--- src/rtl/core/adhc_pkg.sv ---
package adhc_pkg;

  localparam int DEF_VALUE_BITS = 32;
  localparam int MAX_OUT        = 10;
  localparam int EMIT_W         = $clog2(MAX_OUT + 1);
  localparam int QUEUE_DEPTH    = 2;

  localparam logic [7:0] CH_MINUS    = 8'h2D;
  localparam logic [7:0] CH_X        = 8'h78;
  localparam logic [7:0] CH_ZERO     = 8'h30;
  localparam logic [7:0] CH_NINE     = 8'h39;
  localparam logic [7:0] CH_UPPER_A  = 8'h41;
  localparam logic [7:0] CH_UPPER_F  = 8'h46;
  // 'A' minus ten, so that glyph = base + digit for digits ten and up
  localparam logic [7:0] CH_ALPHA_BASE = 8'h37;

  typedef struct packed {
    logic [7:0] char_code;
    logic       token_end;
  } in_word_t;

  typedef struct packed {
    logic [7:0] out_char;
    logic       out_last;
  } out_word_t;

  // decimal digits needed for any value of the given width (ceil of bits * log10 2)
  function automatic int dec_digits(input int bits);
    return (bits * 30103 + 99999) / 100000;
  endfunction

  function automatic logic [3:0] dec_digit(input logic [7:0] c);
    logic [3:0] d;
    d = 4'd0;
    if (c inside {[CH_ZERO:CH_NINE]}) d = 4'(c - CH_ZERO);
    return d;
  endfunction

  function automatic logic [3:0] hex_digit(input logic [7:0] c);
    logic [3:0] d;
    d = 4'd0;
    if (c inside {[CH_ZERO:CH_NINE]}) d = 4'(c - CH_ZERO);
    else if (c inside {[CH_UPPER_A:CH_UPPER_F]}) d = 4'(c - CH_ALPHA_BASE);
    return d;
  endfunction

  function automatic logic [7:0] hex_glyph(input logic [3:0] d);
    logic [7:0] g;
    if (d < 4'd10) g = CH_ZERO + 8'(d);
    else g = CH_ALPHA_BASE + 8'(d);
    return g;
  endfunction

endpackage

--- src/rtl/core/adhc_front.sv ---
module adhc_front #(
  parameter int VALUE_BITS = adhc_pkg::DEF_VALUE_BITS
) (
  input  logic                 clk,
  input  logic                 rst_n,
  input  logic                 in_valid,
  output logic                 in_stall,
  input  adhc_pkg::in_word_t   in_word,
  output logic                 push_valid,
  output logic [VALUE_BITS:0]  push_data,
  input  logic                 q_full
);
  import adhc_pkg::*;

  typedef enum logic [1:0] {
    MODE_DEC  = 2'd0,
    MODE_ZERO = 2'd1,
    MODE_HEX  = 2'd2,
    MODE_NEG  = 2'd3
  } mode_t;

  logic [VALUE_BITS-1:0] acc_r, acc_nxt;
  logic [1:0]            pos_r, pos_nxt;
  mode_t                 mode_r, mode_nxt;
  logic                  accept;

  assign in_stall = q_full;
  assign accept   = in_valid && !in_stall;

  always_comb begin
    acc_nxt  = acc_r;
    mode_nxt = mode_r;
    if (pos_r == 2'd0) begin
      if (in_word.char_code == CH_MINUS) begin
        mode_nxt = MODE_NEG;
      end else if (in_word.char_code == CH_ZERO) begin
        mode_nxt = MODE_ZERO;
        acc_nxt  = '0;
      end else begin
        mode_nxt = MODE_DEC;
        acc_nxt  = VALUE_BITS'(dec_digit(in_word.char_code));
      end
    end else if (mode_r == MODE_ZERO && pos_r == 2'd1 && in_word.char_code == CH_X) begin
      mode_nxt = MODE_HEX;
      acc_nxt  = '0;
    end else if (mode_r == MODE_HEX) begin
      acc_nxt = (acc_r << 4) + VALUE_BITS'(hex_digit(in_word.char_code));
    end else if (mode_r != MODE_NEG) begin
      // times ten as two shifts and an add, wrapping at the value width
      mode_nxt = MODE_DEC;
      acc_nxt  = (acc_r << 3) + (acc_r << 1) + VALUE_BITS'(dec_digit(in_word.char_code));
    end
    pos_nxt = (pos_r < 2'd2) ? pos_r + 2'd1 : pos_r;
  end

  // negative tokens are dropped here and never reach the queue
  assign push_valid = accept && in_word.token_end && (mode_nxt != MODE_NEG);
  assign push_data  = {mode_nxt == MODE_HEX, acc_nxt};

  always_ff @(posedge clk) begin
    if (!rst_n) begin
      acc_r  <= '0;
      pos_r  <= 2'd0;
      mode_r <= MODE_DEC;
    end else if (accept) begin
      if (in_word.token_end) begin
        acc_r  <= '0;
        pos_r  <= 2'd0;
        mode_r <= MODE_DEC;
      end else begin
        acc_r  <= acc_nxt;
        pos_r  <= pos_nxt;
        mode_r <= mode_nxt;
      end
    end
  end

  assert property (@(posedge clk) disable iff (!rst_n)
    pos_r != 2'd3)
    else $error("character position passed saturation");

  assert property (@(posedge clk) disable iff (!rst_n)
    (accept && in_word.token_end) |=> (pos_r == 2'd0 && acc_r == '0))
    else $error("token state not cleared after token end");

  assert property (@(posedge clk) disable iff (!rst_n)
    (mode_r == MODE_HEX) |-> (pos_r == 2'd2))
    else $error("hex mode entered before the prefix was complete");

endmodule

--- src/rtl/core/adhc_queue.sv ---
module adhc_queue #(
  parameter int WIDTH = 33
) (
  input  logic             clk,
  input  logic             rst_n,
  input  logic             push_valid,
  input  logic [WIDTH-1:0] push_data,
  output logic             q_full,
  output logic             q_valid,
  input  logic             q_pop,
  output logic [WIDTH-1:0] q_data
);
  import adhc_pkg::*;

  localparam int PTR_W = $clog2(QUEUE_DEPTH);
  localparam int CNT_W = $clog2(QUEUE_DEPTH + 1);

  logic [WIDTH-1:0] entry_r [QUEUE_DEPTH];
  logic [PTR_W-1:0] wr_ptr_r, rd_ptr_r;
  logic [CNT_W-1:0] cnt_r;
  logic             do_push, do_pop;

  assign q_full  = (cnt_r == CNT_W'(QUEUE_DEPTH));
  assign q_valid = (cnt_r != '0);
  assign q_data  = entry_r[rd_ptr_r];
  assign do_push = push_valid && !q_full;
  assign do_pop  = q_pop && q_valid;

  always_ff @(posedge clk) begin
    if (do_push) entry_r[wr_ptr_r] <= push_data;
  end

  always_ff @(posedge clk) begin
    if (!rst_n) begin
      wr_ptr_r <= '0;
      rd_ptr_r <= '0;
      cnt_r    <= '0;
    end else begin
      if (do_push) wr_ptr_r <= (wr_ptr_r == PTR_W'(QUEUE_DEPTH - 1)) ? '0 : wr_ptr_r + 1'b1;
      if (do_pop)  rd_ptr_r <= (rd_ptr_r == PTR_W'(QUEUE_DEPTH - 1)) ? '0 : rd_ptr_r + 1'b1;
      if (do_push && !do_pop) cnt_r <= cnt_r + 1'b1;
      else if (do_pop && !do_push) cnt_r <= cnt_r - 1'b1;
    end
  end

  assert property (@(posedge clk) disable iff (!rst_n)
    cnt_r <= CNT_W'(QUEUE_DEPTH))
    else $error("queue count beyond depth");

  assert property (@(posedge clk) disable iff (!rst_n)
    (do_push && !do_pop) |=> (cnt_r == $past(cnt_r) + 1'b1))
    else $error("queue count missed a push");

  assert property (@(posedge clk) disable iff (!rst_n)
    (cnt_r == '0) |-> (wr_ptr_r == rd_ptr_r))
    else $error("queue pointers differ while empty");

endmodule

--- src/rtl/core/adhc_back.sv ---
module adhc_back #(
  parameter int VALUE_BITS = adhc_pkg::DEF_VALUE_BITS
) (
  input  logic                 clk,
  input  logic                 rst_n,
  input  logic                 q_valid,
  input  logic [VALUE_BITS:0]  q_data,
  output logic                 q_pop,
  output logic                 out_valid,
  input  logic                 out_stall,
  output adhc_pkg::out_word_t  out_word
);
  import adhc_pkg::*;

  localparam int NDIG  = dec_digits(VALUE_BITS);
  localparam int DIG_W = NDIG * 4;
  localparam int REM_W = $clog2(NDIG + 1);
  localparam int CNT_W = $clog2(VALUE_BITS + 1);

  typedef enum logic [2:0] {
    S_IDLE,
    S_BCD,
    S_SKIP,
    S_PRE0,
    S_PREX,
    S_EMIT
  } state_t;

  state_t                state_r;
  logic [VALUE_BITS-1:0] bin_r;
  logic [DIG_W-1:0]      dig_r, dig_adj;
  logic [CNT_W-1:0]      cnt_r;
  logic [REM_W-1:0]      rem_r;
  logic [EMIT_W-1:0]     emit_r;
  logic                  hexout_r;
  logic                  out_valid_r;
  out_word_t             out_word_r;
  logic                  out_free;
  logic                  emit_now;
  logic [3:0]            top_dig;
  logic                  last_char;

  assign out_valid = out_valid_r;
  assign out_word  = out_word_r;
  assign out_free  = !out_valid_r || !out_stall;
  assign emit_now  = out_free && (state_r inside {S_PRE0, S_PREX, S_EMIT});
  assign q_pop     = (state_r == S_IDLE) && q_valid;
  assign top_dig   = dig_r[DIG_W-1 -: 4];
  assign last_char = (rem_r == REM_W'(1)) || (emit_r == EMIT_W'(MAX_OUT - 1));

  // double dabble: every bcd digit of five or more gets three added before the shift
  always_comb begin
    for (int i = 0; i < NDIG; i++) begin
      dig_adj[i*4 +: 4] = (dig_r[i*4 +: 4] >= 4'd5) ? dig_r[i*4 +: 4] + 4'd3
                                                    : dig_r[i*4 +: 4];
    end
  end

  always_ff @(posedge clk) begin
    if (!rst_n) begin
      state_r     <= S_IDLE;
      out_valid_r <= 1'b0;
      emit_r      <= '0;
    end else begin
      if (emit_now) out_valid_r <= 1'b1;
      else if (!out_stall) out_valid_r <= 1'b0;
      case (state_r)
        S_IDLE: begin
          if (q_valid) begin
            rem_r  <= REM_W'(NDIG);
            emit_r <= '0;
            if (q_data[VALUE_BITS]) begin
              // hex token, answer in decimal
              bin_r    <= q_data[VALUE_BITS-1:0];
              dig_r    <= '0;
              cnt_r    <= CNT_W'(VALUE_BITS);
              hexout_r <= 1'b0;
              state_r  <= S_BCD;
            end else begin
              dig_r    <= DIG_W'(q_data[VALUE_BITS-1:0]);
              hexout_r <= 1'b1;
              state_r  <= S_SKIP;
            end
          end
        end
        S_BCD: begin
          dig_r <= {dig_adj[DIG_W-2:0], bin_r[VALUE_BITS-1]};
          bin_r <= {bin_r[VALUE_BITS-2:0], 1'b0};
          cnt_r <= cnt_r - 1'b1;
          if (cnt_r == CNT_W'(1)) state_r <= S_SKIP;
        end
        S_SKIP: begin
          if (top_dig == 4'd0 && rem_r != REM_W'(1)) begin
            dig_r <= {dig_r[DIG_W-5:0], 4'h0};
            rem_r <= rem_r - 1'b1;
          end else begin
            state_r <= hexout_r ? S_PRE0 : S_EMIT;
          end
        end
        S_PRE0: begin
          if (out_free) begin
            out_word_r  <= '{out_char: CH_ZERO, out_last: 1'b0};
            emit_r      <= emit_r + 1'b1;
            state_r     <= S_PREX;
          end
        end
        S_PREX: begin
          if (out_free) begin
            out_word_r  <= '{out_char: CH_X, out_last: 1'b0};
            emit_r      <= emit_r + 1'b1;
            state_r     <= S_EMIT;
          end
        end
        S_EMIT: begin
          if (out_free) begin
            out_word_r  <= '{out_char: hex_glyph(top_dig), out_last: last_char};
            dig_r       <= {dig_r[DIG_W-5:0], 4'h0};
            rem_r       <= rem_r - 1'b1;
            emit_r      <= emit_r + 1'b1;
            if (last_char) state_r <= S_IDLE;
          end
        end
        default: state_r <= S_IDLE;
      endcase
    end
  end

  assert property (@(posedge clk) disable iff (!rst_n)
    (state_r == S_BCD) |-> (cnt_r != '0))
    else $error("conversion running with no bits left");

  assert property (@(posedge clk) disable iff (!rst_n)
    (state_r == S_SKIP || state_r == S_EMIT) |-> (rem_r != '0))
    else $error("digit count ran out");

  assert property (@(posedge clk) disable iff (!rst_n)
    emit_r <= EMIT_W'(MAX_OUT))
    else $error("answer longer than the cap");

  assert property (@(posedge clk) disable iff (!rst_n)
    (state_r == S_IDLE && q_valid) |=> (state_r != S_IDLE))
    else $error("job popped but not started");

endmodule

--- src/rtl/core/ascii_decimal_hex_converter.sv ---
// flow: after the last word of a token its job is written into the queue; the back pops
//   it, converts a hex token in S_BCD (bit-serial bcd), skips leading zeros in S_SKIP
//   and then registers the first answer word
// throughput: one character per cycle until the two-entry job queue fills; answers
//   leave one word per cycle while out_stall is low, at most ten per token
// reset: synchronous active-low rst_n clears token state, queue and output valid
module ascii_decimal_hex_converter #(
  parameter int VALUE_BITS = adhc_pkg::DEF_VALUE_BITS
) (
  input  logic                clk,
  input  logic                rst_n,
  input  logic                in_valid,
  output logic                in_stall,
  input  adhc_pkg::in_word_t  in_word,
  output logic                out_valid,
  input  logic                out_stall,
  output adhc_pkg::out_word_t out_word
);
  import adhc_pkg::*;

  // front: classifies each character (decimal, leading zero, hex, negative) and
  // accumulates the value; on token end it posts {hex flag, value} as one job unless the token is negative
  logic                  push_valid;
  logic [VALUE_BITS:0]   push_data;
  logic                  q_full;
  logic                  q_valid;
  logic                  q_pop;
  logic [VALUE_BITS:0]   q_data;

  adhc_front #(
    .VALUE_BITS (VALUE_BITS)
  ) u_front (
    .clk        (clk),
    .rst_n      (rst_n),
    .in_valid   (in_valid),
    .in_stall   (in_stall),
    .in_word    (in_word),
    .push_valid (push_valid),
    .push_data  (push_data),
    .q_full     (q_full)
  );

  // short job queue so the front keeps taking characters while answers drain
  adhc_queue #(
    .WIDTH (VALUE_BITS + 1)
  ) u_queue (
    .clk        (clk),
    .rst_n      (rst_n),
    .push_valid (push_valid),
    .push_data  (push_data),
    .q_full     (q_full),
    .q_valid    (q_valid),
    .q_pop      (q_pop),
    .q_data     (q_data)
  );

  // back: bcd conversion for hex tokens, leading-zero skip, then one word per cycle, held
  // by out_stall, through the output register, with the 0x prefix for decimal tokens
  adhc_back #(
    .VALUE_BITS (VALUE_BITS)
  ) u_back (
    .clk       (clk),
    .rst_n     (rst_n),
    .q_valid   (q_valid),
    .q_data    (q_data),
    .q_pop     (q_pop),
    .out_valid (out_valid),
    .out_stall (out_stall),
    .out_word  (out_word)
  );

endmodule
--- config.mk ---
export PLATFORM = sky130hd
export DESIGN_NAME = ascii_decimal_hex_converter
export DESIGN_NICKNAME = d
export VERILOG_FILES = /design/src/rtl/core/adhc_pkg.sv /design/src/rtl/core/adhc_front.sv /design/src/rtl/core/adhc_queue.sv /design/src/rtl/core/adhc_back.sv /design/src/rtl/core/ascii_decimal_hex_converter.sv
export SDC_FILE = /design/constraint.sdc
export NUM_CORES = 1
export LEC_CHECK = 0
export BUFFER_PORTS_ARGS = -buffer_cell sky130_fd_sc_hd__buf_2
export CAP_MARGIN = 20
export CORE_MARGIN = 10
export CORE_UTILIZATION = 55
export CTS_BUF_LIST = sky130_fd_sc_hd__clkbuf_16
export CTS_CLUSTER_SIZE = 16
export DETAILED_ROUTE_END_ITERATION = 12
export PLACE_DENSITY = 0.7
export SYNTH_ARGS = -nofsm -noshare
export SYNTH_HDL_FRONTEND = slang
export SYNTH_HIERARCHICAL = 1
export SYNTH_SLANG_ARGS = --single-unit
export TNS_END_PERCENT = 10
--- constraint.sdc ---
create_clock -name clk -period 9.2 [get_ports clk]
set_clock_uncertainty 0.15 [all_clocks]
set_input_delay 0.92 -clock clk [delete_from_list [all_inputs] [get_ports clk]]
set_output_delay 0.92 -clock clk [all_outputs]
set_load 0.01 [all_outputs]
# Word-level counts from Yosys, hierarchy flattened
# Memory sizes are Yosys's and may differ from the RTL's. A register that Yosys moved wholly into a read port is not among the register bits.
# Cells that the tools add are included.
# word_totals
regBits	140
latchBits	0
mem_bits_rw	66
rom_bits	0
elab_cells	209
mem_count	1
# memory_table
memory	depth	width	read_ports	rd_ports_with_merged_regs	write_ports	line	text
u_queue.entry_r	2	33	1	1	1	adhc_queue.sv:18	logic [WIDTH-1:0] entry_r [QUEUE_DEPTH];
# classes
addsub	25
multipliers	0
div_mod_pow	0
order_cmp	16
n_eq_ne	30
shifts	0
mux	80
bitwise	0
n_reduce_logical	41
# ops
cell	count
two-way mux 32 bit	9
case mux 40 bit (4 select lines)	1
two-way mux 40 bit	3
two-way mux 4 bit	25
adder 32 x 4 -> 32 bit	2
case mux 32 bit (2 select lines)	1
greater-or-equal comparator 4 x 3 -> 1 bit (second input constant)	10
adder 4 x 2 -> 4 bit (second input constant)	9
adder 32 bit	1
two-way mux 3 bit	9
two-way mux 9 bit	3
case mux 9 bit (3 select lines)	1
two-way mux 2 bit	11
!= test 2 x 1 -> 1 bit (second input constant)	9
case mux 3 bit (6 select lines)	1
== test 8 x 6 -> 1 bit (second input constant)	2
AND reduction 5 bit	3
adder 6 x 4 -> 7 bit (first input constant)	2
logical AND 1 bit	14
two-way mux 6 bit	2
case mux 4 bit (3 select lines)	1
case mux 6 bit (2 select lines)	1
two-way mux 1 bit	10
nonzero test 2 bit	5
other kinds (39)	57

# Longest topological paths before layout
# depth
depth_word	13
ltp_mapped	18
ltp_nobuf	18

# Cells and area by module
# The synthesis kept the hierarchy.
# modules_own_cells
module	n_inst	cells_each	area_each_um2	seq_area_each_um2
adhc_back	1	556	5768.0	2892.8
adhc_front	1	559	4394.2	720.7
adhc_queue	1	128	2610.0	2082.0

# Worst setup path before layout
# Ideal clock, no wire load.
# synth_path
kind	input-to-reg
startpoint	input in_word[2] (netlist name)
endpoint	memory u_queue.entry_r[0][31], data pin
setup_ns	0.268
arrival_ns	4.078
t_required_ns	8.782
slack_ns	4.704
stages	15
path_buffers	0
cell_sequence	inv_1 > ha_1 > o21bai_1 > a2111oi_2 > and2_1 > fa_1 > ha_1 > a21oi_1 > o211ai_2 > and4_1 > o21ai_1 > a31oi_1 > o41ai_2 > and3_1 > o31ai_1
# synth_between
elab_chain_cells	12
elab_cells_between_ends	28
classes_between	4 x add/sub; 4 x order compare; 2 x eq/ne; 15 x mux; 3 x reduce/logical
# synth_rtl
element	line	text
from (decl)	ascii_decimal_hex_converter.sv:14	input adhc_pkg::in_word_t in_word,
greater-or-equal comparator 8 x 6 -> 1 bit or <= comparator 8 x 6 -> 1 bit (tied branches)	adhc_pkg.sv:35, adhc_pkg.sv:42	
logical AND 1 bit	adhc_pkg.sv:35, adhc_pkg.sv:42	
two-way mux 4 bit	adhc_pkg.sv:35	if (c inside {[CH_ZERO:CH_NINE]}) d = 4'(c - CH_ZERO);
two-way mux 4 bit	adhc_front.sv:48	end else if (mode_r != MODE_NEG) begin
two-way mux 4 bit	adhc_front.sv:46	end else if (mode_r == MODE_HEX) begin
two-way mux 4 bit	adhc_front.sv:43	end else if (mode_r == MODE_ZERO && pos_r == 2'd1 && in_word.char_code == CH_X) begin
two-way mux 4 bit	adhc_front.sv:33	if (pos_r == 2'd0) begin
adder 32 x 4 -> 32 bit	adhc_front.sv:51	acc_nxt = (acc_r << 3) + (acc_r << 1) + VALUE_BITS'(dec_digit(in_word.char_code));
two-way mux 32 bit	adhc_front.sv:48	
two-way mux 32 bit	adhc_front.sv:46	
two-way mux 32 bit	adhc_front.sv:43	
two-way mux 32 bit (*)	adhc_front.sv:33	
net push_data[31]	ascii_decimal_hex_converter.sv:24	logic [VALUE_BITS:0] push_data;
to (decl)	adhc_queue.sv:18	
# Mark *: on every way through the listed nets, which the timed path passes. The rest lies on a longest branch. The select of a mux whose other input is x is not followed.

# Final worst setup path
# Same ends and word-level chain as after synthesis.

==> results.toml <==
[yosys]
yosys_register_bits = 206
async_flop_share = 0
ys_types = 93
syn-num-nets = 1351
synthFlopType = "edfxtp_1"
synthCells = 1243
yosysWarningCount = 6
avgSynthCellArea_um2 = 10.3
seq_area_frac_synth = 0.446
syn-cell-area_mm2 = 0.0128
synth_edf_count = 157

[grt]
grt_pass1_vias = 9147
grt_use_total = 0.184
grt_start_max_net_pins = 75
grt_antenna_before_repair = 0
grt_pass1_wl_um = 45300
grt-ovfl-total = 0

[clocking]
cts_setup_buffers = 0
clk_latency_ns = 0.49
cts_tree = "built"
clock-sinks = 206
clkSlewWorstSetupHoldPaths_ns = 0.06
cts.repair.resized = 0
clockBufferDepth = 3
cts_root_buffer = "clkbuf_16"
cts_buffers = 20
htreeDepth = 1
holdBufCountCts = 0

[sta]
setup_violations = 0
fin_crit_sh = 0.520
worstMarginPinSlew_ns = 0.961
period_needed_ns = 4.78
rsz0062_at_grt = "no"
relSlewSlack = 0.357
hold_viol_final = 0
fin_setup_tns_ns = 0
maxClockFrequency_ghz = 0.209
slew_violations = 0

[final_layout]
register_area_mm2 = 0.00570
area_growth_syn_to_layout_pct = 6.89
layout-drive-gt1-share = 0.111
final_cell_mix = "nand2_1, edfxtp_1, ha_1"
diodes = 0
fillCellCount = 1917
multi_input_area_mm2 = 0.00656
final_common_cell = "nand2_1"
nets = 1352
fin_area_mm2 = 0.0137

[detailed_routing]
wl_per_cell_um = 17.3
ant_nets = 0
drc = 0
vias = 9307
wl_um = 27100
viasPerCell = 5.92
drt-initial-drc-count = 775
drt-pass1-iter-count = 7

[power]
p_total_w = 0.00339
irDropWorstVdd_mv = 0.163
p_leak_nw = 5.43
power_density_mw_per_mm2 = 248

[flow_run]
maxCapViolations = 0

[die]
ioPinCount = 24
core_mm2 = 0.0228
die_x_um = 172
rows = 55
die_h_um = 172
start_util = 0.561
die-area_mm2 = 0.0297

[setup_path]
critical_path_class = "input port to flop"
crit_fanout = 8
cp.required_ns = 9.34
worst_setup_path_end_kind = "flop"
critPathArrivalTime_ns = 4.92
worst_setup_path_start_kind = "input port"

[placed_design]
dp_hpwl_um = 19300
dpl_cell_area_mm2 = 0.0130
gp_congestion = 0.888
io_buffers = 22

[min_path]
min_path_type = "flop to flop"

[outcome]
status = "completed"
[final timing paths]
kind                          start  slack [ns]                      to  cells after the start
setup / recovery         in_word[2]        4.42  u_queue/entry_r[0][31]                     16
hold / removal    u_front/acc_r[31]        0.33       u_front/acc_r[31]                      2
setup reg to reg   u_front/acc_r[0]        5.66  u_queue/entry_r[0][24]                     11
hold reg to reg   u_front/acc_r[31]        0.33       u_front/acc_r[31]                      2
[per-layer routing]
metal / part of all wire / vias to the layer above / GRT usage
li1: - / 4595 / -
met1: 0.46 / 4450 / 0.247
met3: 0.041 / 38 / 0.0173
met5: 0 / - / 0
met2: 0.47 / 224 / 0.307
met4: 0.023 / 0 / 0.0566
[final cells by class]
| cell class | instances | share of cell area |
|---|---|---|
| Tap cell | 313 | 0.0287 |
| Timing Repair Buffer | 33 | 0.0141 |
| Sequential cell | 206 | 0.417 |
| Inverter | 52 | 0.0143 |
| Clock buffer | 22 | 0.0403 |
| Clock inverter | 14 | 0.00495 |
| Multi-Input combinational cell | 931 | 0.480 |
[Yosys cell counts (all sizes together) (6+ instances only)]
| cell type | n | area [µm²] |
|---|---|---|
| a211oi | 15 | 128 |
| a21o | 25 | 189 |
| a21oi | 91 | 459 |
| a221o | 30 | 300 |
| a22o | 14 | 123 |
| a22oi | 33 | 248 |
| a2bb2oi | 6 | 52.6 |
| a31oi | 9 | 77.6 |
| and2 | 18 | 113 |
| and3 | 6 | 37.5 |
| buf | 35 | 277 |
| clkbuf | 19 | 71.3 |
| dfxtp | 49 | 981 |
| edfxtp | 157 | 4710 |
| ha | 93 | 1160 |
| inv | 51 | 191 |
| mux2 | 34 | 383 |
| mux2i | 7 | 70.1 |
| nand2 | 173 | 667 |
| nand2b | 17 | 106 |
| nand3 | 16 | 80.1 |
| nor2 | 75 | 282 |
| nor2b | 23 | 144 |
| nor3 | 17 | 106 |
| nor3b | 12 | 100 |
| o21ai | 73 | 380 |
| o31ai | 7 | 57.6 |
| xnor2 | 34 | 298 |
| xor2 | 19 | 166 |
[where the power goes]
group | switching (W) | total [W] | internal (W)
clock | 0.000344 | 0.000775 | 0.000431
sequential | 0.000162 | 0.00145 | 0.00129
combinational | 0.000703 | 0.00116 | 0.000460
total | 0.00121 | 0.00339 | 0.00218
[worst max-delay path: stages]
cell,delay (ns)
buf_2,0.15
inv_1,0.11
ha_1,0.21
o21bai_1,0.11
a2111oi_2,0.54
and2_1,0.27
fa_1,0.45
ha_1,0.31
a21oi_1,0.22
o211ai_2,0.18
and4_1,0.25
o21ai_1,0.24
a31oi_1,0.19
o41ai_2,0.37
a21oi_1,0.13
o31ai_1,0.27
[sequential cells by signal, indices dropped and copies added (netlist names), named ones only]
signal,count
u_back/bin_r,32
u_back/cnt_r,6
u_back/dig_r,40
u_back/emit_r,4
u_back/hexout_r,1
u_back/out_valid,1
u_back/out_word,8
u_back/rem_r,4
u_back/state_r,3
u_front/acc_r,32
u_front/mode_r,2
u_front/pos_r,2
u_queue/cnt_r,2
u_queue/entry_r,66
u_queue/rd_ptr_r,1
u_queue/wr_ptr_r,1
[metrics by stage]
step                 util  hold WS, ns  setup slack [ns]  std cells
floorplan               -        0.291              4.70       1243
global placement    0.572        0.307              4.08       1535
detailed placement  0.572        0.317              3.94       1535
CTS                 0.599        0.331              4.44       1571
global route        0.599        0.346              4.04       1571
finish              0.599        0.328              4.42       1571
[cell families after synthesis]
logic type               after synthesis  share of synthesized area
AND/OR/NAND/NOR                      387                      0.148
AO/OA/AOI/OAI                        354                      0.197
flip-flops                           206                      0.446
buffers and inverters                106                     0.0425
adder cells (fa/ha/maj)               95                     0.0942
XOR/XNOR                              53                     0.0363
multiplexers                          41                     0.0355
other                                  1                   0.000294
Note: power is estimated with default switching activity, not from simulation.
